[src/hw/rtl/fuzzy_controller_five_set_top_defines.svh]
// Assertion macros used by the fuzzy controller top level.
`ifndef FUZZY_CONTROLLER_FIVE_SET_TOP_DEFINES_SVH
`define FUZZY_CONTROLLER_FIVE_SET_TOP_DEFINES_SVH

// Same-cycle implication.
`define FCFS_ASSERT_SAME(label, clk, rst, ante, cons, msg) \
   label: assert property (@(posedge clk) disable iff (rst) (ante) |-> (cons)) \
      else $error(msg);

// Next-cycle implication.
`define FCFS_ASSERT_NEXT(label, clk, rst, ante, cons, msg) \
   label: assert property (@(posedge clk) disable iff (rst) (ante) |=> (cons)) \
      else $error(msg);

`endif

[src/hw/rtl/fcfs_pkg.sv]
// Types and constants of the five-set fuzzy controller.
`default_nettype none
package fcfs_pkg;
   localparam int NUM_SETS   = 5;
   localparam int PT_W       = 16;
   localparam int CSR_IDX_W  = 3;
   localparam int CSR_DATA_W = 64;
   localparam int GRADE_W    = 7;
   localparam int GNUM_W     = 23;
   localparam int GDEN_W     = 17;
   localparam int MAG_W      = 24;
   localparam int DEN_W      = 9;
   localparam int DRV_W      = 16;
   localparam int PROD_W     = 23;
   localparam int SUM_W      = 25;

   localparam logic [GRADE_W-1:0] GRADE_FULL = 7'd100;

   localparam logic [CSR_IDX_W-1:0] CSR_TRAP_NEG_LARGE   = 3'd0;
   localparam logic [CSR_IDX_W-1:0] CSR_TRAP_NEG         = 3'd1;
   localparam logic [CSR_IDX_W-1:0] CSR_TRAP_ZERO        = 3'd2;
   localparam logic [CSR_IDX_W-1:0] CSR_TRAP_POS         = 3'd3;
   localparam logic [CSR_IDX_W-1:0] CSR_TRAP_POS_LARGE   = 3'd4;
   localparam logic [CSR_IDX_W-1:0] CSR_CENTERS_LOW      = 3'd5;
   localparam logic [CSR_IDX_W-1:0] CSR_CENTER_POS_LARGE = 3'd6;

   typedef enum logic [1:0] {
      MODE_ZERO = 2'd0,
      MODE_FULL = 2'd1,
      MODE_RISE = 2'd2,
      MODE_FALL = 2'd3
   } mode_type;

   typedef mode_type [NUM_SETS-1:0] mode_vec_type;
   typedef logic [NUM_SETS-1:0][CSR_DATA_W-1:0] trap_bank_type;
   typedef logic signed [NUM_SETS-1:0][PT_W-1:0] peak_bank_type;

   typedef struct packed {
      logic signed [PT_W-1:0] set_point;
      logic signed [PT_W-1:0] measurement;
   } req_type;

   typedef struct packed {
      logic signed [DRV_W-1:0] drive;
      logic                    no_membership;
   } rsp_type;

   typedef struct packed {
      logic                                  valid;
      mode_vec_type                          mode;
      logic [NUM_SETS-1:0][GNUM_W-1:0]       num;
      logic [NUM_SETS-1:0][GDEN_W-1:0]       den;
   } front_type;

   typedef struct packed {
      logic sign;
      logic empty;
   } quo_side_type;

   typedef struct packed {
      logic               valid;
      quo_side_type       side;
      logic [MAG_W-1:0]   mag;
      logic [DEN_W-1:0]   den;
   } defuzz_type;
endpackage
`default_nettype wire

[src/hw/rtl/fcfs_defuzz.sv]
// Grades to weighted sum, weight total and magnitude/sign for the final divide.
`default_nettype none
module fcfs_defuzz (
   input  logic                                            clock,
   input  logic                                            reset,
   input  logic                                            en,
   input  logic                                            in_valid,
   input  fcfs_pkg::mode_vec_type                          in_mode,
   input  logic [fcfs_pkg::NUM_SETS-1:0][fcfs_pkg::GRADE_W-1:0] in_quo,
   input  fcfs_pkg::peak_bank_type                         peaks,
   output fcfs_pkg::defuzz_type                            out
);
   import fcfs_pkg::*;

   logic [NUM_SETS-1:0][GRADE_W-1:0]       g_in, g_ff;
   logic signed [NUM_SETS-1:0][PROD_W-1:0] p_in, p_ff;
   logic                                   p_val_ff;

   always_comb begin
      logic signed [23:0] prod;
      for (int s = 0; s < NUM_SETS; s++) begin
         unique case (in_mode[s])
            MODE_ZERO: g_in[s] = '0;
            MODE_FULL: g_in[s] = GRADE_FULL;
            MODE_RISE: g_in[s] = in_quo[s];
            MODE_FALL: g_in[s] = GRADE_FULL - in_quo[s];
            default:   g_in[s] = '0;
         endcase
         prod    = $signed({1'b0, g_in[s]}) * $signed(peaks[s]);
         p_in[s] = prod[PROD_W-1:0];
      end
   end

   always_ff @(posedge clock) begin
      if (reset) begin
         p_val_ff <= 1'b0;
      end else if (en) begin
         p_val_ff <= in_valid;
      end
   end

   always_ff @(posedge clock) begin
      if (en) begin
         g_ff <= g_in;
         p_ff <= p_in;
      end
   end

   logic signed [SUM_W-1:0] num_in, num_ff;
   logic [DEN_W-1:0]        den_in, den_ff;
   logic                    s_val_ff;

   always_comb begin
      num_in = '0;
      den_in = '0;
      for (int s = 0; s < NUM_SETS; s++) begin
         num_in = num_in + SUM_W'($signed(p_ff[s]));
         den_in = den_in + DEN_W'(g_ff[s]);
      end
   end

   always_ff @(posedge clock) begin
      if (reset) begin
         s_val_ff <= 1'b0;
      end else if (en) begin
         s_val_ff <= p_val_ff;
      end
   end

   always_ff @(posedge clock) begin
      if (en) begin
         num_ff <= num_in;
         den_ff <= den_in;
      end
   end

   defuzz_type m_in, m_ff;
   logic signed [SUM_W-1:0] abs_num;

   assign abs_num = num_ff[SUM_W-1] ? -num_ff : num_ff;

   always_comb begin
      m_in.valid      = s_val_ff;
      m_in.side.empty = (den_ff == '0);
      m_in.side.sign  = num_ff[SUM_W-1];
      m_in.mag        = m_in.side.empty ? '0 : abs_num[MAG_W-1:0];
      m_in.den        = m_in.side.empty ? DEN_W'(1) : den_ff;
   end

   always_ff @(posedge clock) begin
      if (reset) begin
         m_ff.valid <= 1'b0;
      end else if (en) begin
         m_ff.valid <= m_in.valid;
      end
   end

   always_ff @(posedge clock) begin
      if (en) begin
         m_ff.side <= m_in.side;
         m_ff.mag  <= m_in.mag;
         m_ff.den  <= m_in.den;
      end
   end

   assign out = m_ff;
endmodule
`default_nettype wire

[config.mk]
export PLATFORM = sky130hd
export DESIGN_NAME = fcfs_defuzz
export DESIGN_NICKNAME = d
export VERILOG_FILES = /design/src/hw/rtl/fuzzy_controller_five_set_top_defines.svh /design/src/hw/rtl/fcfs_pkg.sv /design/src/hw/rtl/fcfs_defuzz.sv
export SDC_FILE = /design/constraint.sdc
export NUM_CORES = 2
export LEC_CHECK = 0
export BUFFER_PORTS_ARGS = -buffer_cell sky130_fd_sc_hd__buf_4
export CAP_MARGIN = 25
export CORE_ASPECT_RATIO = 0.6
export CORE_UTILIZATION = 60
export DETAILED_ROUTE_END_ITERATION = 6
export PLACE_DENSITY = 0.78
export SLEW_MARGIN = 15
export SYNTH_ARGS = -nofsm -noshare
export SYNTH_HDL_FRONTEND = slang
export SYNTH_SLANG_ARGS = --single-unit
export TNS_END_PERCENT = 5
[constraint.sdc]
create_clock -name clock -period 8.83 [get_ports clock]
set_input_delay 0.883 -clock clock [delete_from_list [all_inputs] [get_ports clock]]
set_output_delay 0.883 -clock clock [all_outputs]
set_load 0.01 [all_outputs]
==> metrics <==
final hold vios=0; R2R Path Start=p_ff[1]; Final WS setup=2.15 ns; final period utilization=0.757; crit path from=in_quo[28]; CP Buf/Inv Count=5; post-synth cell types=64; post-route setup TNS=0 ns; sequential cell area fraction in the yosys report=0.209; Root Buffer=clkbuf_16; largest net degree at the start of global routing=82; Synth-to-Final Area Change=8.48%; max-slew violations=0; cell with the most instances after synthesis=inv_1; hold_buf cts=0; Core ar.=a little over 0.05 sq mm; slowest CP cell=xnor2_1; vias in the first global route=23,000; Post-Syn Area=0.0318 sq mm; CP arrival=6.94 ns; status=completed; vias=22,500; clock buffer depth=3; Row Count=64; DRT Pass-1 Iters=6; FF-to-FF setup slack=3.96 ns; Clock transition at path regs=~0.060 ns; Mapped Avg Cell Area=10.1 sq um; clock sinks=222; DP HPWL=62,500 um; worst min path class=register to register; required time worst endpoint=9.09 ns; DRT antenna net count=0; placer's final routability congestion estimate=0.968; Initial Utilization=0.616; minimum clock period=about 6.7 ns; Hold Path Origin=den_ff[3]; Via density=5.65; critical path launch point type=input pin; CP endpoint kind=register; Die Area=between 0.05 and 0.06 sq mm; fmax=150 MHz; Nets=4,182; remaining global-route overflow=0; DIE WIDTH=299 um; Layout Cell Area excl Fill=approximately 0.034 sq mm; number of flops mapped to enable cells by yosys=219; Placement Cell Area=between 0.03 and 0.04 sq mm; Setup CP Type=input pin to register; clk_lat worst skew=0.52 ns; # resized after CTS=0; number of fill cells in the layout=3,964; layout cells sized above 1=0.0706; worst slew pin tran=0.940 ns; CP Max Fanout=18; Top delay family on crit path=adder cells; total wire length=75,500 um; Final Setup Violations=0; # DRC=0; total CTS buffers=23; crit path cell chain=buf_4 > inv_1 > ha_1 > nor2b_1 > o21ai_1 > xnor2_1 > and2_1 > nand2_1 > fa_1 > inv_1 > fa_1 > ha_1 > inv_1 > fa_1 > inv_1 > ha_1 > and3_1 > a221oi_1 > o21ai_1 > a21o_1 > o21a_1 > a41oi_1 > nor2b_1 > xnor2_1; synth top area cells=fa_1, edfxtp_1, ha_1; RSZ-0062 raised after global routing=no; GRT Total Usage=0.287; yosys warns=0; PortBufs=164; initial antenna violation count=0; Mapped Nets=between 4,000 and 5,000; Setup WS pre-CTS=1.73 ns; share of the synthesized area in the top cell type=0.322; setup bufs post-CTS=0; Die H=between 150 and 200 um; Max Cap Violations=0; Post-Route Skew=0.0135 ns; H-Tree Depth=1; Multi-input gate area=0.0224 sq mm; Avg WL per Cell=19.0 um; DR iter-0 viols=approximately 1,900; Post-synth top cells=inv_1, fa_1, and2_1; Post-Syn Instances=3,151; first-pass GRT wire length=123,000 um; slowest cell delay on critical path=0.56 ns; register area=0.00664 sq mm; CTS tree=built; Ant. Diodes=0; Rel. slew slack=0.369; number of synthesized register bits=222; most frequent CP cell=inv_1; Synth async-reset ratio=0; cell taking the most area after synthesis=fa_1; IO Pins=165; ys flop type=edfxtp_1
sequential cells by signal, indices dropped and copies added (netlist names):
| signal | count |
|---|---|
| s_val_ff | 1 |
| num_ff | 25 |
| p_val_ff | 1 |
| den_ff | 9 |
| g_ff | 35 |
| out | 36 |
| p_ff | 115 |
per-stage QoR:
stage	hold slack, ns	instances	utilization
floorplan	0.460	3151	-
global placement	0.468	3935	0.653
detailed placement	0.466	3939	0.654
CTS	0.481	3980	0.668
global route	0.497	3981	0.668
finish	0.480	3981	0.668
logic make-up after synthesis:
kind of cell / count (synthesis) / share of synthesized area
compound gates: 381 / 0.0760
xor+xnor: 171 / 0.0472
fa+ha+maj: 781 / 0.428
buf+inv: 724 / 0.0856
flops: 222 / 0.209
mux: 18 / 0.00567
simple gates: 854 / 0.148
final timing paths:
| path | to | cells past startpoint |
|---|---|---|
| hold / removal | out[3] | 0 |
| hold reg to reg | out[3] | 0 |
| setup reg to reg | num_ff[23] | 16 |
| setup / recovery | p_ff[110] | 24 |
per-layer routing:
layer	vias to the layer above	wire, um	track usage	share of wire
met5	-	0	0	0
li1	10300	-	-	-
met4	0	656	0.0300	0.0087
met1	11200	35700	0.459	0.47
met2	953	32000	0.414	0.42
met3	58	7060	0.0565	0.094
layout by cell type (no fill, tap or decap), drive strengths merged, types with 5 or more instances in the layout:
cell,n
a211oi,7
or3,6
ha,271
clkinv,8
o31ai,15
nand4,10
o21ai,76
nor3,17
a211o,5
a21boi,7
nor4,8
o21bai,15
a31oi,7
nand2,158
xnor2,132
mux2i,18
and2,300
fa,510
nor2,84
o211ai,9
nand3,24
nand2b,15
buf,188
edfxtp,219
a21oi,127
clkbuf,28
a21o,62
o21a,16
nor2b,27
xor2,39
inv,634
and3,190
area by class of cell:
class,instances,area share
sequential,222,0.193
timing repair buffer,190,0.0416
tap,693,0.0252
multi-input combinational,2205,0.651
inverter,630,0.0687
clock inverter,15,0.00425
clock buffer,26,0.0170
Power is left out: the tool's default activity adds up to more than one toggle a clock period on the data nets, which glitch-free logic cannot reach.
