[config.mk]
export PLATFORM = sky130hd
export DESIGN_NAME = fcfs_front
export DESIGN_NICKNAME = d
export VERILOG_FILES = /design/src/hw/rtl/fuzzy_controller_five_set_top_defines.svh /design/src/hw/rtl/fcfs_pkg.sv /design/src/hw/rtl/fcfs_front.sv
export SDC_FILE = /design/constraint.sdc
export NUM_CORES = 2
export LEC_CHECK = 0
export BUFFER_PORTS_ARGS = -buffer_cell sky130_fd_sc_hd__buf_2
export CORE_MARGIN = 2
export CORE_UTILIZATION = 40
export DETAILED_ROUTE_END_ITERATION = 10
export PLACE_DENSITY = 0.64
export REMOVE_ABC_BUFFERS = 1
export SLEW_MARGIN = 25
export SYNTH_ARGS = -nofsm -noshare
export SYNTH_HDL_FRONTEND = slang
export SYNTH_SLANG_ARGS = --single-unit
[constraint.sdc]
create_clock -name clock -period 6.6 [get_ports clock]
set_clock_uncertainty 0.1 [all_clocks]
set_input_delay 0.66 -clock clock [delete_from_list [all_inputs] [get_ports clock]]
set_output_delay 0.66 -clock clock [all_outputs]
set_load 0.005 [all_outputs]
[src/hw/rtl/fuzzy_controller_five_set_top_defines.svh]
// Assertion macros used by the fuzzy controller top level.
`ifndef FUZZY_CONTROLLER_FIVE_SET_TOP_DEFINES_SVH
`define FUZZY_CONTROLLER_FIVE_SET_TOP_DEFINES_SVH

// Same-cycle implication.
`define FCFS_ASSERT_SAME(label, clk, rst, ante, cons, msg) \
   label: assert property (@(posedge clk) disable iff (rst) (ante) |-> (cons)) \
      else $error(msg);

// Next-cycle implication.
`define FCFS_ASSERT_NEXT(label, clk, rst, ante, cons, msg) \
   label: assert property (@(posedge clk) disable iff (rst) (ante) |=> (cons)) \
      else $error(msg);

`endif

[src/hw/rtl/fcfs_pkg.sv]
// Types and constants of the five-set fuzzy controller.
`default_nettype none
package fcfs_pkg;
   localparam int NUM_SETS   = 5;
   localparam int PT_W       = 16;
   localparam int CSR_IDX_W  = 3;
   localparam int CSR_DATA_W = 64;
   localparam int GRADE_W    = 7;
   localparam int GNUM_W     = 23;
   localparam int GDEN_W     = 17;
   localparam int MAG_W      = 24;
   localparam int DEN_W      = 9;
   localparam int DRV_W      = 16;
   localparam int PROD_W     = 23;
   localparam int SUM_W      = 25;

   localparam logic [GRADE_W-1:0] GRADE_FULL = 7'd100;

   localparam logic [CSR_IDX_W-1:0] CSR_TRAP_NEG_LARGE   = 3'd0;
   localparam logic [CSR_IDX_W-1:0] CSR_TRAP_NEG         = 3'd1;
   localparam logic [CSR_IDX_W-1:0] CSR_TRAP_ZERO        = 3'd2;
   localparam logic [CSR_IDX_W-1:0] CSR_TRAP_POS         = 3'd3;
   localparam logic [CSR_IDX_W-1:0] CSR_TRAP_POS_LARGE   = 3'd4;
   localparam logic [CSR_IDX_W-1:0] CSR_CENTERS_LOW      = 3'd5;
   localparam logic [CSR_IDX_W-1:0] CSR_CENTER_POS_LARGE = 3'd6;

   typedef enum logic [1:0] {
      MODE_ZERO = 2'd0,
      MODE_FULL = 2'd1,
      MODE_RISE = 2'd2,
      MODE_FALL = 2'd3
   } mode_type;

   typedef mode_type [NUM_SETS-1:0] mode_vec_type;
   typedef logic [NUM_SETS-1:0][CSR_DATA_W-1:0] trap_bank_type;
   typedef logic signed [NUM_SETS-1:0][PT_W-1:0] peak_bank_type;

   typedef struct packed {
      logic signed [PT_W-1:0] set_point;
      logic signed [PT_W-1:0] measurement;
   } req_type;

   typedef struct packed {
      logic signed [DRV_W-1:0] drive;
      logic                    no_membership;
   } rsp_type;

   typedef struct packed {
      logic                                  valid;
      mode_vec_type                          mode;
      logic [NUM_SETS-1:0][GNUM_W-1:0]       num;
      logic [NUM_SETS-1:0][GDEN_W-1:0]       den;
   } front_type;

   typedef struct packed {
      logic sign;
      logic empty;
   } quo_side_type;

   typedef struct packed {
      logic               valid;
      quo_side_type       side;
      logic [MAG_W-1:0]   mag;
      logic [DEN_W-1:0]   den;
   } defuzz_type;
endpackage
`default_nettype wire

[src/hw/rtl/fcfs_front.sv]
// Error forming, saturation and trapezoid region decode with divider operands.
`default_nettype none
module fcfs_front #(
   parameter int DATA_WIDTH = 16
) (
   input  logic                   clock,
   input  logic                   reset,
   input  logic                   en,
   input  logic                   in_valid,
   input  fcfs_pkg::req_type      in_req,
   input  fcfs_pkg::trap_bank_type traps,
   output fcfs_pkg::front_type    out
);
   import fcfs_pkg::*;

   localparam int EW = (DATA_WIDTH < 17) ? DATA_WIDTH : 17;
   localparam logic signed [EW-1:0] E_MAX = {1'b0, {(EW-1){1'b1}}};
   localparam logic signed [EW-1:0] E_MIN = {1'b1, {(EW-1){1'b0}}};

   logic signed [17:0]   diff;
   logic signed [17:0]   max18, min18;
   logic signed [EW-1:0] e_in, e_ff;
   logic                 e_val_ff;

   assign diff  = 18'(in_req.set_point) - 18'(in_req.measurement);
   assign max18 = 18'(E_MAX);
   assign min18 = 18'(E_MIN);

   always_comb begin
      priority if (diff > max18) e_in = E_MAX;
      else if (diff < min18)     e_in = E_MIN;
      else                       e_in = EW'(diff);
   end

   always_ff @(posedge clock) begin
      if (reset) begin
         e_val_ff <= 1'b0;
      end else if (en) begin
         e_val_ff <= in_valid;
      end
   end

   always_ff @(posedge clock) begin
      if (en) begin
         e_ff <= e_in;
      end
   end

   mode_vec_type                    mode_in, mode_ff;
   logic [NUM_SETS-1:0][GNUM_W-1:0] num_in, num_ff;
   logic [NUM_SETS-1:0][GDEN_W-1:0] den_in, den_ff;
   logic                            val_ff;

   always_comb begin
      logic signed [17:0] e18, a, b, c, d, lo, span;
      e18 = 18'(e_ff);
      for (int s = 0; s < NUM_SETS; s++) begin
         a = 18'($signed(traps[s][15:0]));
         b = 18'($signed(traps[s][31:16]));
         c = 18'($signed(traps[s][47:32]));
         d = 18'($signed(traps[s][63:48]));
         lo   = '0;
         span = 18'sd1;
         priority if (e18 < a) begin
            mode_in[s] = MODE_ZERO;
         end else if (e18 <= b) begin
            mode_in[s] = (a == b) ? MODE_FULL : MODE_RISE;
            lo   = e18 - a;
            span = b - a;
         end else if (e18 <= c) begin
            mode_in[s] = MODE_FULL;
         end else if (e18 <= d) begin
            mode_in[s] = (c == d) ? MODE_FULL : MODE_FALL;
            lo   = e18 - c;
            span = d - c;
         end else begin
            mode_in[s] = MODE_ZERO;
         end
         if (mode_in[s] == MODE_RISE || mode_in[s] == MODE_FALL) begin
            num_in[s] = GNUM_W'(lo[16:0]) * GNUM_W'(GRADE_FULL);
            den_in[s] = span[16:0];
         end else begin
            num_in[s] = '0;
            den_in[s] = GDEN_W'(1);
         end
      end
   end

   always_ff @(posedge clock) begin
      if (reset) begin
         val_ff <= 1'b0;
      end else if (en) begin
         val_ff <= e_val_ff;
      end
   end

   always_ff @(posedge clock) begin
      if (en) begin
         mode_ff <= mode_in;
         num_ff  <= num_in;
         den_ff  <= den_in;
      end
   end

   assign out.valid = val_ff;
   assign out.mode  = mode_ff;
   assign out.num   = num_ff;
   assign out.den   = den_ff;
endmodule
`default_nettype wire

==> results.md <==
* Area Growth Syn to Fin at 19.71%
* First-pass GRT wire length at 216900 um
* Status: finished, final reports clean
* Total routed wirelength at 146000 um
* I/O Buffers at 556
* Total Routing Usage GR at 29.09%
* Routed vias/inst at 5.548
* Core Region at 93330 sq um
* Worst setup EP type: flop
* Clock Tree Buf Depth at 3
* Multi-input gate area at 28620 sq um
* Max Cap Viol at 0
* CTS clk-pin slew, worst paths at 0.06 ns
* Num rows at 112
* Antenna Nets Post-Route at 0
* Largest net degree at the start of global routing at 94
* Top post-synthesis cells by area: ha_1 (25%), edfxtp_1 (17%), inv_1 (6.2%)
* Total number of vias at 37220
* Slew @ Worst Pin at 0.9573 ns
* Most used DFF post-synth: edfxtp_1
* Fillers at 9362
* Placed Instance Area at 43850 sq um
* Pre-Repair DR Iteration Count at 5
* Root Driver: clkbuf_16
* Pwr dens at 319.0 nW/um^2
* Die ar. at 96640 sq um
* DR DRC count at 0
* Period Utilization, post-route at 96.29%
* Slew Viols, Final at 0
* # H-tree levels at 1
* VDD IR max at 0.2578 mV
* Fmax at 0.1574 GHz
* Post-Syn Area at 37670 sq um
* Worst-skew pair later-pin latency at 0.65 ns
* Post-synth ARST share at 0%
* CP max FO at 9
* Count leader, synth: ha_1
* GPL Wtd Cong at 1.017
* Avg WL per Cell at 21.76 um
* Yosys warning total at 0
* Die Wd at 310.9 um
* Commonest cells post-synth: ha_1 (738), inv_1 (626), nor2_1 (389), a21oi_1 (353), nand2_1 (242)
* Dpl hpwl at 123400 um
* Unique masters post-synth at 88
* Share of the synthesized area in the top cell type at 24.51%
* Starting density of the core at 40.36%
* Layout Nets at 6591
* Leading area contributor after synthesis: ha_1
* R2R setup slack at 0.24 ns
* DRT iter0 DRCs at 2686
* Average cell area after synthesis at 8.114 sq um
* Startpoint type of the worst setup path: flop
* Seq. cell area at 6526 sq um
* Die H at 310.9 um
* Critical path class: reg2reg
* Final Instance Area at 45090 sq um
* Synthesized flop and latch total at 218
* Seq/Total Area, Yosys at 17.33%
* Total gr overflow at 0
* Number of synthesized flops with an enable pin at 216
* CTS hold repair buffers at 0
* CTS Buf Count at 30
* Count of final setup violators at 0
* LEAKAGE at 0.02320 uW
* Syn Inst Count at 4642
* CTS tree: built
* I/O pin count at 567
* Critical path arrival at 6.64 ns
* Crit path time final at 6.355 ns
* Layout cells sized above 1 at 17.82%
* CP Data Required Time at 6.88 ns
* Final Hold Fails at 0
* Finished Core Util at 48.32%
* Vias in the first global route at 35930
* Sink Count at 218
* Slew margin rel. at 36.18%
* Initial antenna violation count at 31
* Worst Hold Class: in2reg
power by group:
group	total, uW	switching, uW	internal (uW)
sequential	2120	112	2010
combinational	10600	6080	4530
clock	1650	735	918
total	14400	6930	7460
sequential cells by signal, summed over array words and instances (netlist names):
name / flops
e_ff: 16
e_val_ff: 1
out: 200
val_ff: 1
critical path: stages (launching register included):
cell	delay, ns
edfxtp_1	0.47
buf_4	0.26
ha_1	0.31
nand3_1	0.11
nor4_2	0.37
a21boi_0	0.30
a211oi_1	0.09
a221oi_2	0.40
nor3_4	0.12
buf_4	0.21
a22oi_1	0.26
or2_2	0.18
inv_1	0.05
buf_4	0.12
ha_1	0.28
ha_1	0.27
inv_1	0.04
fa_1	0.47
inv_1	0.04
ha_1	0.32
nand2_1	0.08
a211oi_2	0.27
o21ai_2	0.14
a311oi_1	0.41
o21ai_0	0.17
a21oi_1	0.18
nor3b_1	0.06
cell type report:
cell class,instances,share of cell area [%]
diodes,15,0.08324
clock buffers,36,1.715
clock inverters,19,0.4134
inverters,627,5.233
multi-input cells,3718,63.47
flip-flops and latches,218,14.47
well taps,1254,3.479
repair buffers,821,11.14
layer usage:
metal	part of all wire, %	global-route usage (%)	wire length [um]	up-vias
met5	0.12	0	175	-
met1	42	37.63	62030	17420
met4	3.4	8.762	4926	28
li1	-	-	-	18230
met2	46	48.85	67120	1304
met3	8.0	5.665	11710	233
stage by stage:
step | cells | hold slack (ns) | total power (uW) | setup WS (ns) | setup TNS (ns)
detailed placement | 6632 | 0.3860 | 12550 | -0.1664 | -0.2240
global route | 6694 | 0.08086 | 15780 | -0.06306 | -0.1060
global placement | 6632 | 0.3737 | 12510 | -0.04976 | -0.04976
floorplan | 4563 | 0.3601 | 8947 | -1.620 | -32.20
finish | 6708 | 0.08052 | 14390 | 0.2448 | 0
CTS | 6687 | 0.04437 | 14320 | 0.008450 | 0
final timing paths:
check / to / depth (start not counted) / start
max: out[199]$_SDFFCE_PP0P_ / 26 / e_ff[13]$_SDFFCE_PN1P_
min: e_val_ff$_SDFFE_PP0P_ / 2 / reset
max reg2reg: out[199]$_SDFFCE_PP0P_ / 26 / e_ff[13]$_SDFFCE_PN1P_
min reg2reg: val_ff$_SDFFE_PP0P_ / 2 / val_ff$_SDFFE_PP0P_
cells in the final DEF, fill, tap and decap left out, types with 90 or more instances in the layout:
cell      synthesis  routed
xor2_1          129     129
nand2b_1         90      90
nand3_1         115     115
xnor2_1         184     184
edfxtp_1        216     216
nor3_1          100      99
nor2_1          389     387
o21ai_0         222     216
a21o_1          159     159
inv_1           626     624
nand2_1         242     242
ha_1            738     738
buf_4            12     243
a21oi_1         353     349
buf_2            16     555
cell families (layout without fill, tap and decap cells):
logic type | count (synthesis) | in the layout | share of synthesized area [%]
other | 1 | 25 | 0.009956
AOI/OAI and AO/OA | 1240 | 1240 | 21.47
xor gates and xnor gates | 313 | 313 | 7.278
DFF | 218 | 218 | 17.33
and+or+nand+nor | 1323 | 1323 | 17.39
adders and majority gates | 819 | 819 | 28.82
buffers and inverters | 715 | 1503 | 7.358
muxes | 13 | 13 | 0.3521
repair_timing:
action                     CTS  global route
buffers inserted             0             6
pin swaps                    0             9
hold endpoints to repair     0             0
setup endpoints to repair    2            22
resized for setup            2            52
No activity file was read; power rests on OpenSTA's default activity.
