[src/hw/rtl/fuzzy_controller_five_set_top_defines.svh]
// Assertion macros used by the fuzzy controller top level.
`ifndef FUZZY_CONTROLLER_FIVE_SET_TOP_DEFINES_SVH
`define FUZZY_CONTROLLER_FIVE_SET_TOP_DEFINES_SVH

// Same-cycle implication.
`define FCFS_ASSERT_SAME(label, clk, rst, ante, cons, msg) \
   label: assert property (@(posedge clk) disable iff (rst) (ante) |-> (cons)) \
      else $error(msg);

// Next-cycle implication.
`define FCFS_ASSERT_NEXT(label, clk, rst, ante, cons, msg) \
   label: assert property (@(posedge clk) disable iff (rst) (ante) |=> (cons)) \
      else $error(msg);

`endif

[src/hw/rtl/fcfs_pipe_div.sv]
// Pipelined restoring divider, one quotient bit per stage, several lanes.
`default_nettype none
module fcfs_pipe_div #(
   parameter int LANES = 1,
   parameter int NW    = 8,
   parameter int DW    = 4,
   parameter int QW    = 4,
   parameter int SW    = 1
) (
   input  logic                        clock,
   input  logic                        reset,
   input  logic                        en,
   input  logic                        in_valid,
   input  logic [LANES-1:0][NW-1:0]    in_num,
   input  logic [LANES-1:0][DW-1:0]    in_den,
   input  logic [SW-1:0]               in_side,
   output logic                        out_valid,
   output logic [LANES-1:0][QW-1:0]    out_quo,
   output logic [SW-1:0]               out_side
);
   localparam int CW = DW + QW;
   localparam int MW = (NW > CW) ? NW : CW;

   logic                     val_ff  [QW];
   logic [LANES-1:0][NW-1:0] rem_ff  [QW];
   logic [LANES-1:0][DW-1:0] den_ff  [QW];
   logic [LANES-1:0][QW-1:0] quo_ff  [QW];
   logic [SW-1:0]            side_ff [QW];

   genvar k, l;
   for (k = 0; k < QW; k++) begin : g_stage
      logic                     vin;
      logic [LANES-1:0][NW-1:0] rin;
      logic [LANES-1:0][DW-1:0] din;
      logic [LANES-1:0][QW-1:0] qin;
      logic [SW-1:0]            sin;
      logic [LANES-1:0][NW-1:0] rem_in;
      logic [LANES-1:0][QW-1:0] quo_in;

      if (k == 0) begin : g_first
         assign vin = in_valid;
         assign rin = in_num;
         assign din = in_den;
         assign qin = '0;
         assign sin = in_side;
      end else begin : g_next
         assign vin = val_ff[k-1];
         assign rin = rem_ff[k-1];
         assign din = den_ff[k-1];
         assign qin = quo_ff[k-1];
         assign sin = side_ff[k-1];
      end

      for (l = 0; l < LANES; l++) begin : g_lane
         logic [MW-1:0] r_ext;
         logic [MW-1:0] d_sh;
         logic          take;
         assign r_ext = MW'(rin[l]);
         assign d_sh  = MW'(din[l]) << (QW - 1 - k);
         assign take  = (r_ext >= d_sh);
         assign rem_in[l] = take ? NW'(r_ext - d_sh) : rin[l];
         assign quo_in[l] = take ? (qin[l] | (QW'(1) << (QW - 1 - k))) : qin[l];
      end

      always_ff @(posedge clock) begin
         if (reset) begin
            val_ff[k] <= 1'b0;
         end else if (en) begin
            val_ff[k] <= vin;
         end
      end

      always_ff @(posedge clock) begin
         if (en) begin
            rem_ff[k]  <= rem_in;
            den_ff[k]  <= din;
            quo_ff[k]  <= quo_in;
            side_ff[k] <= sin;
         end
      end
   end

   assign out_valid = val_ff[QW-1];
   assign out_quo   = quo_ff[QW-1];
   assign out_side  = side_ff[QW-1];
endmodule
`default_nettype wire

[config.mk]
export PLATFORM = sky130hd
export DESIGN_NAME = fcfs_pipe_div
export DESIGN_NICKNAME = d
export VERILOG_FILES = /design/src/hw/rtl/fuzzy_controller_five_set_top_defines.svh /design/src/hw/rtl/fcfs_pipe_div.sv
export SDC_FILE = /design/constraint.sdc
export NUM_CORES = 1
export LEC_CHECK = 0
export ABC_CLOCK_PERIOD_IN_PS = 2600
export BUFFER_PORTS_ARGS = -buffer_cell sky130_fd_sc_hd__buf_4
export CORE_MARGIN = 10
export CORE_UTILIZATION = 59
export CTS_CLUSTER_SIZE = 40
export DETAILED_ROUTE_END_ITERATION = 8
export PLACE_DENSITY = 0.79
export REMOVE_ABC_BUFFERS = 1
export SETUP_SLACK_MARGIN = 0.2
export SYNTH_ARGS = -nofsm -noshare
export SYNTH_HDL_FRONTEND = slang
export SYNTH_SLANG_ARGS = --single-unit
[constraint.sdc]
create_clock -name clock -period 2.6 [get_ports clock]
set_clock_uncertainty 0.05 [all_clocks]
set_input_delay 0.13 -clock clock [delete_from_list [all_inputs] [get_ports clock]]
set_output_delay 0.13 -clock clock [all_outputs]
set_load 0.02 [all_outputs]
==> results of run 1 <==
[flip-flops by register name (all words and copies together) (netlist names)]
| register | count |
|---|---|
| val_ff | 4 |
| side_ff | 4 |
| quo_ff | 10 |
| den_ff | 12 |
| rem_ff | 24 |
[cell type report]
type | instances | area, um2 | area share
inverter | 24 | 90.1 | 0.0298
sequential | 54 | 1620 | 0.536
clock inverter | 3 | 28.8 | 0.00952
tap | 50 | 62.6 | 0.0207
clock buffer | 5 | 68.8 | 0.0228
multi-input combinational | 96 | 891 | 0.295
timing repair buffer | 32 | 260 | 0.0861
[power by group through the flow]
stage / Clock [uW] / Sequential [uW] / Combinational, uW
final: 479 / 1140 / 443
after CTS: 489 / 1140 / 431
after floorplan: 0 / 1150 / 288
after global placement: 0 / 1150 / 377
after global routing: 525 / 1150 / 494
after detailed placement: 0 / 1160 / 400
[final timing paths]
kind	end	slack (ns)
worst max-delay path	rem_ff[1][5]	0.25
worst min-delay path	val_ff[0][0]	0.07
worst max register to register	rem_ff[1][5]	0.25
worst min register to register	side_ff[3]	0.38
[repair_timing]
item	CTS	global route
hold buffers	8	0
endpoints found under the setup margin	4	8
gates resized for setup	5	5
pin swaps	2	4
setup buffers	1	1
endpoints found under the hold margin	8	0
[placed cells by master, fill, tap and decap left out, drive strengths merged, types with 2 or more instances in the layout]
| cell | synthesis | routed |
|---|---|---|
| mux2 | 8 | 8 |
| inv | 24 | 25 |
| o21ai | 7 | 7 |
| nor3 | 3 | 3 |
| and2 | 4 | 4 |
| clkinv | 0 | 2 |
| clkbuf | 0 | 5 |
| a21oi | 6 | 6 |
| dlygate4sd3 | 0 | 8 |
| buf | 1 | 24 |
| mux2i | 5 | 5 |
| o31ai | 2 | 2 |
| fa | 3 | 3 |
| a21o | 5 | 5 |
| xnor2 | 2 | 2 |
| nor2 | 5 | 5 |
| nand2 | 3 | 3 |
| ha | 16 | 16 |
| edfxtp | 54 | 54 |
| nor2b | 2 | 2 |
| or2 | 2 | 2 |
| a2111oi | 2 | 2 |
| xor2 | 4 | 4 |
[kinds of logic after synthesis]
kind of cell               count (synthesis)  synth area share
muxes                                     13            0.0587
adders and majority gates                 19             0.101
DFF                                       54             0.629
AOI/OAI and AO/OA                         30            0.0898
buffers and inverters                     25            0.0393
xor gates and xnor gates                   6            0.0204
and+or+nand+nor                           28            0.0617
[worst reg2reg max path: stages, from the launching register on]
cell and delay, ns:
edfxtp_1 0.39, inv_2 0.10, ha_4 0.14, inv_1 0.06, fa_2 0.39, a21oi_4 0.16, o21ai_2 0.08, or3_4 0.42
mux2_4 0.31
[layer usage]
metal | global-route usage | wire, um
met1 | 0.124 | 1620
met2 | 0.222 | 2410
met3 | 0.0312 | 125
met4 | 0.0419 | 55
met5 | 0 | 0
[per-stage QoR]
| step | cell area [um2] | hold slack, ns | utilization |
|---|---|---|---|
| 2_1_floorplan | 2570 | 0.179 | - |
| 3_3_place_gp | 2790 | 0.259 | 0.679 |
| 3_5_place_dp | 2790 | 0.260 | 0.679 |
| 4_1_cts | 2990 | 0.0576 | 0.728 |
| 5_1_grt | 3020 | 0.0614 | 0.735 |
| 6_report | 3020 | 0.0662 | 0.735 |
[Yosys cell counts (4+ instances only)]
library cell	count
edfxtp_1	54
inv_1	24
ha_1	16
o21ai_0	7
a21o_1	5
mux2_2	5
mux2i_1	5
nor2_1	5
a21oi_1	4
and2_1	4
xor2_1	4
==> impl_metrics.tcl, run 1 <==
set metrics [dict create \
    synthArstFlopShare 0 \
    max_slew_margin 0.595 \
    hold_depth 2 \
    crit_path_top_delay_cell "or3_4" \
    die_w_um 86.1 \
    syn2layout_area_growth_pct 17.3 \
    core-area_mm2 0.00412 \
    min-delay-start "in_valid" \
    timing.fmax_mhz 426 \
    p_leak_uw 0.00121 \
    critical_path_buf_inv_count 2 \
    initial_core_util 0.626 \
    ctsRootBufferMaster "clkbuf_8" \
    h-tree-depth 2 \
    swShare 0.268 \
    status "complete, no violations" \
    reg2reg_depth 8 \
    cts_tree "done" \
    power.density_mw_per_mm2 682 \
    period_share 0.903 \
    seqPwrFrac 0.552 \
    drv_cap 0 \
    ir_worst_vdd_mv 0.424 \
    rows 23 \
    num_antenna_cells 0 \
    num_io_pins 23 \
    final_cells 264 \
    required_ns 2.61 \
    ys_types 41 \
    synth_area_per_cell_um2 14.7 \
    r2r-start "rem_ff[0][2]" \
    combPwrFrac 0.215 \
    drive_gt1_frac 0.248 \
    grt_pass1_wl_um 7200 \
    gp_congestion 0.791 \
    drc_errors 0 \
    numCtsBuffers 5 \
    startpoint "rem_ff[0][2]" \
    fin_nets 249 \
    clockBufferDepth 2 \
    worstPathMaxFanout 5 \
    critical_path_depth 8 \
    grt_usage 0.119 \
    synth_seq_cells 54 \
    cts_sinks 54 \
    ant_nets 0 \
    p_sw_uw 552 \
    fin_ws_ns 0.251 \
    first_pass_iters 4 \
    finalHoldViolCount 0 \
    nFillCells 278 \
    synth_area_mm2 0.00258 \
    p_total_uw 2060 \
    fp.dieH_um 86.1 \
    die_area_mm2 0.00741 \
    worstMarginPinSlew_ns 0.607 \
    critPathLaunchType "flop" \
    grt_overflow 0 \
    port_buffers 22 \
    fin_crit_ns 2.35 \
    routed_wl_um 4210 \
    clkSlewWorstSetupHoldPaths_ns 0.10 \
    max_stage_delay_ns 0.42 \
    cp_top_family "adder cells" \
    synth.largest_area_cell "edfxtp_1" \
    slew_violations 0 \
    crit_chain "inv_2 > ha_4 > inv_1 > fa_2 > a21oi_4 > o21ai_2 > or3_4 > mux2_4" \
    antenna_found_initial 0 \
    synth_area_leaders "edfxtp_1 63%, ha_1 7.8%, inv_1 3.5%" \
    yosysWarnings 0 \
    setup_viol 0 \
    wl_per_cell_um 15.9 \
    synth-edff-count 54 \
    setup.worst_path.end_class "flop" \
    drt-vias-per-instance 5.62 \
    grt_max_degree 53 \
    p_clk_frac 0.233 \
    dp_slack_ns 0.0653 \
    clock_latency_ns 0.30 \
    dp_hpwl_um 3020 \
    first_iter_violations 68 \
    grt_pass1_vias 1617 \
    synthCells 175 \
    num_vias 1484 \
    rsz0062_at_grt "true" \
    placedCellCount 246 \
    p_int_uw 1510 \
    tns_ns 0 \
    synth.yosys.seq_area_share 0.629 \
    cp_data_arrival_time_ns 2.35 \
    path_class "reg2reg" \
    synth_top_flop_cell "edfxtp_1" \
    worstHoldPathType "in2reg" \
    yosysTopAreaCellShare 0.629 \
]
Note: power is estimated with default switching activity, not from simulation.
==> run 2, diff against run 1 <==
ABC_CLOCK_PERIOD_IN_PS = 2800   (was 2600)
CORE_UTILIZATION = 63   (was 59)
PLACE_DENSITY = 0.84   (was 0.79)
SLEW_MARGIN = 20   (was not set)
clock period = 2.8 ns   (was 2.6 ns; I/O delays follow)
==> run 2 against run 1 <==
Sequential share of layout area grew 0.58 points. Final cell count decreased by 0.76%. Via count fell by 2.1%. Cell area decreased by 1.1%. Global-route usage is 0.69 points higher. Routed wire length up 2.4%. Sequential power decreased by 7%. Clock power increased by 6.1%. Utilization increased by 1.8 points.
==> impl_metrics.tcl, run 2 (same netlist as run 1, synthesis figures left out) <==
set metrics [dict create \
    num_antenna_cells 0 \
    final_common_cell "edfxtp_1" \
    h-tree-depth 2 \
    drc_errors 0 \
    swShare 0.250 \
    setup.worst_path.end_class "flop" \
    gr-usage-met3 0.0400 \
    clock_latency_ns 0.30 \
    p_int_uw 1470 \
    wl_per_cell_um 16.4 \
    required_ns 2.81 \
    rsz0062_at_grt "false" \
    tns_ns 0 \
    drive_gt1_frac 0.212 \
    final_cells 262 \
    max_slew_margin 0.581 \
    largest_reg_flops 24 \
    met2_usage 0.247 \
    port_buffers 22 \
    worstHoldPathType "in2reg" \
    grt_pass1_wl_um 7150 \
    grt_usage 0.126 \
    num_vias 1453 \
    ant_nets 0 \
    placedCellCount 246 \
    top_usage_layer "met2" \
    dp_hpwl_um 3110 \
    p_sw_uw 489 \
    layout_common_cells "54 x edfxtp_1, 24 x inv_1, 22 x buf_4" \
    numCtsBuffers 5 \
    worstMarginPinSlew_ns 0.628 \
    fin_crit_ns 2.44 \
    die_w_um 84.0 \
    first_pass_iters 4 \
    num_io_pins 23 \
    utilization 0.753 \
    period_share 0.872 \
    clockBufferDepth 2 \
    ctsRootBufferMaster "clkbuf_8" \
    drt-vias-per-instance 5.55 \
    rows 23 \
    drv_cap 0 \
    finalHoldViolCount 0 \
    cp_data_arrival_time_ns 2.46 \
    critPathLaunchType "flop" \
    power.density_mw_per_mm2 655 \
    path_class "reg2reg" \
    top_regs "rem_ff: 24 flops, den_ff: 12 flops, quo_ff: 10 flops" \
    nFillCells 225 \
    grt_max_degree 53 \
    routed_wl_um 4310 \
    cts_sinks 54 \
    setup_viol 0 \
    die_area_mm2 0.00705 \
    cts_tree "done" \
    syn2layout_area_growth_pct 16.0 \
    seqPwrFrac 0.539 \
    p_clk_frac 0.259 \
    core-area_mm2 0.00397 \
    fp.dieH_um 84.0 \
    first_iter_violations 105 \
    clkSlewWorstSetupHoldPaths_ns 0.09 \
    p_leak_uw 0.00121 \
    met1_usage 0.113 \
    timing.fmax_mhz 409 \
    ir_worst_vdd_mv 0.388 \
    worstPathMaxFanout 5 \
    top_register "rem_ff" \
    status "complete, no violations" \
    slew_violations 0 \
    gp_congestion 0.863 \
    fin_nets 247 \
    combPwrFrac 0.201 \
    grt_pass1_vias 1608 \
    antenna_found_initial 0 \
    initial_core_util 0.649 \
    grt_overflow 0 \
]
-- run 2: cell count changes in the layout (fill, tap and decap cells not counted), sizes merged --
cell	previous run	this run
buf	24	22
bufinv	0	1
clkinv	2	1
-- run 2: power by group through the flow --
stage / clock, uW / combinational (uW) / sequential [uW]
floorplan: 0 / 267 / 1070
global placement: 0 / 351 / 1070
detailed placement: 0 / 379 / 1070
CTS: 519 / 391 / 1060
global route: 551 / 437 / 1070
finish: 508 / 394 / 1060
-- run 2: through the flow --
step	hold WS (ns)	area (um2)	setup slack [ns]	power, uW
global placement	0.269	2790	0.380	1420
global route	0.0657	2990	0.237	2060
finish	0.0700	2990	0.357	1960
CTS	0.0632	2990	0.264	1970
floorplan	0.189	2570	0.461	1330
detailed placement	0.273	2790	0.277	1450
-- run 2: layout make-up --
type	count	area (um2)	share of cell area
clock buffers	5	68.8	0.0230
clock inverters	3	42.5	0.0142
inverters	24	90.1	0.0301
multi-input cells	96	860	0.287
flip-flops and latches	54	1620	0.542
well taps	50	62.6	0.0209
repair buffers	30	245	0.0820
-- run 2: routing by layer --
| metal | vias to the layer above | wire (um) | part of all wire |
|---|---|---|---|
| met4 | 0 | 82 | 0.019 |
| met3 | 7 | 136 | 0.032 |
| met1 | 701 | 1620 | 0.38 |
| li1 | 717 | - | - |
| met5 | - | 0 | 0 |
| met2 | 28 | 2470 | 0.57 |
-- run 2: repair_timing --
item | in CTS | in global routing
endpoints found under the setup margin | 0 | 3
setup buffers | 0 | 0
gates resized for setup | 0 | 1
endpoints found under the hold margin | 8 | 0
hold buffers | 8 | 0
-- run 2: critical path, stage by stage, from the launching register on --
cell and delay, ns:
edfxtp_1 0.38, inv_1 0.09, ha_1 0.16, inv_1 0.05, fa_1 0.41, a21oi_1 0.18
o21ai_0 0.14, or3_4 0.44, mux2_4 0.31
-- run 2: final timing paths --
kind | depth (start not counted) | slack [ns] | startpoint | endpoint
worst min register to register | 0 | 0.37 | quo_ff[1][3] | quo_ff[2][3]
worst min-delay path | 2 | 0.07 | in_valid | val_ff[0][0]
worst max-delay path | 8 | 0.36 | rem_ff[0][2] | rem_ff[1][5]
worst max register to register | 8 | 0.36 | rem_ff[0][2] | rem_ff[1][5]
==> run 3, diff against run 2 <==
CELL_PAD_IN_SITES_DETAIL_PLACEMENT = 0   (was not set)
CELL_PAD_IN_SITES_GLOBAL_PLACEMENT = 2   (was not set)
CORE_UTILIZATION = 45   (was 63)
PLACE_DENSITY = not set   (was 0.84)
PLACE_DENSITY_LB_ADDON = 0.1   (was not set)
==> run 3 against run 2 <==
Via count shrank 2.1%. Register-to-register slack is essentially flat. Sequential power is essentially flat. Sequential share of layout area shrank 0.61 points. Final cell count grew 8.4%. Hold slack lost 0.013 ns. Routed wire length shrank 9.9%. Sequential cell count is the same. Clock power grew 3%. Critical path depth is the same. First-iteration DRC count shrank 24%. Utilization shrank 21 points.
==> impl_metrics.tcl, run 3 (same netlist as run 1, synthesis figures left out) <==
set metrics [dict create \
    status "complete, no violations" \
    p_clk_frac 0.268 \
    fin_ws_ns 0.359 \
    die_w_um 95.7 \
    utilization 0.546 \
    clkSlewWorstSetupHoldPaths_ns 0.10 \
    dp_slack_ns 0.304 \
    drc_errors 0 \
    final_common_cell "edfxtp_1" \
    clockBufferDepth 2 \
    fp.dieH_um 95.7 \
    nFillCells 474 \
    worstPathMaxFanout 5 \
    num_io_pins 23 \
    grt_max_degree 53 \
    rsz0062_at_grt "false" \
    seqPwrFrac 0.538 \
    drt-vias-per-instance 5.01 \
    critPathLaunchType "flop" \
    fin_nets 247 \
    worstHoldPathType "in2reg" \
    p_sw_uw 483 \
    largest_reg_flops 24 \
    grt_overflow 0 \
    slew_violations 0 \
    period_share 0.872 \
    clock_latency_ns 0.30 \
    cts_sinks 54 \
    grt_pass1_wl_um 6660 \
    die_area_mm2 0.00915 \
    ant_nets 0 \
    wl_per_cell_um 13.7 \
    required_ns 2.81 \
    num_antenna_cells 0 \
    finalHoldViolCount 0 \
    grt_usage 0.0936 \
    num_vias 1423 \
    syn2layout_area_growth_pct 17.3 \
    power.density_mw_per_mm2 647 \
    top_regs "rem_ff: 24 flops, den_ff: 12 flops, quo_ff: 10 flops" \
    fin_crit_ns 2.44 \
    h-tree-depth 2 \
    cts_tree "done" \
    numCtsBuffers 5 \
    first_iter_violations 80 \
    initial_core_util 0.465 \
    swShare 0.247 \
    cts_setup_buffers 0 \
    tns_ns 0 \
    gp_congestion 0.845 \
    top_register "rem_ff" \
    timing.fmax_mhz 410 \
    ir_worst_vdd_mv 0.262 \
    p_int_uw 1470 \
    port_buffers 22 \
    combPwrFrac 0.194 \
    ctsRootBufferMaster "clkbuf_8" \
    drive_gt1_frac 0.217 \
    grt_pass1_vias 1526 \
    drv_cap 0 \
    rows 27 \
    first_pass_iters 4 \
    p_leak_uw 0.00121 \
    setup_viol 0 \
    whs_ns 0.0572 \
    cp_data_arrival_time_ns 2.45 \
    antenna_found_initial 0 \
    layout_common_cells "54 x edfxtp_1, 24 x inv_1, 22 x buf_4" \
    worstMarginPinSlew_ns 0.620 \
    routed_wl_um 3880 \
    path_class "reg2reg" \
    dp_hpwl_um 2990 \
    max_slew_margin 0.587 \
    core-area_mm2 0.00554 \
    setup.worst_path.end_class "flop" \
]
[run 3: cell counts in the layout (fill, tap and decap cells not counted)]
Identical to the previous run, type by type.
[run 3: power groups by stage]
| stage | Combinational [uW] | Clock (uW) | Sequential, uW |
|---|---|---|---|
| detailed placement | 370 | 0 | 1070 |
| global route | 429 | 567 | 1070 |
| global placement | 359 | 0 | 1070 |
| floorplan | 267 | 0 | 1070 |
| finish | 379 | 525 | 1050 |
| CTS | 381 | 541 | 1050 |
[run 3: final timing paths]
kind           startpoint      endpoint  slack, ns  depth (start not counted)
max          rem_ff[0][2]  rem_ff[1][5]       0.36                          8
min              in_valid  val_ff[0][0]       0.06                          2
max reg2reg  rem_ff[0][2]  rem_ff[1][5]       0.36                          8
min reg2reg  quo_ff[0][3]  quo_ff[1][3]       0.38                          0
[run 3: repair_timing]
| item | 4_1_cts | 5_1_grt |
|---|---|---|
| hold endpoints to repair | 8 | 0 |
| resized for setup | 0 | 2 |
| hold buffers | 8 | 0 |
| endpoints found under the setup margin | 0 | 4 |
[run 3: metrics by stage]
step                      cells  instance area, um2  total power (uW)
after floorplan             174                2570              1330
after global placement      268                2820              1430
after detailed placement    268                2820              1440
after CTS                   284                3020              1980
after global routing        284                3020              2060
final                       284                3020              1960
[run 3: worst max-delay path, cell delays in order (launching register included)]
cell,delay (ns)
edfxtp_1,0.37
inv_1,0.08
ha_1,0.17
inv_1,0.06
fa_1,0.40
a21oi_1,0.19
o21ai_0,0.15
or3_4,0.44
mux2_4,0.30
[run 3: layout make-up]
cell class,count,area [um2],share of cell area
timing repair buffer,30,245,0.0811
sequential,54,1620,0.536
tap,72,90.1,0.0298
inverter,24,90.1,0.0298
clock inverter,3,47.5,0.0157
clock buffer,5,68.8,0.0228
multi-input combinational,96,861,0.285
[run 3: layer usage]
layer  GRT usage  wire (um)  vias to the layer above
met5           0          0                        -
met3      0.0322        165                        5
met2       0.176       2140                       25
met4      0.0405         53                        0
li1            -          -                      722
met1      0.0898       1520                      671
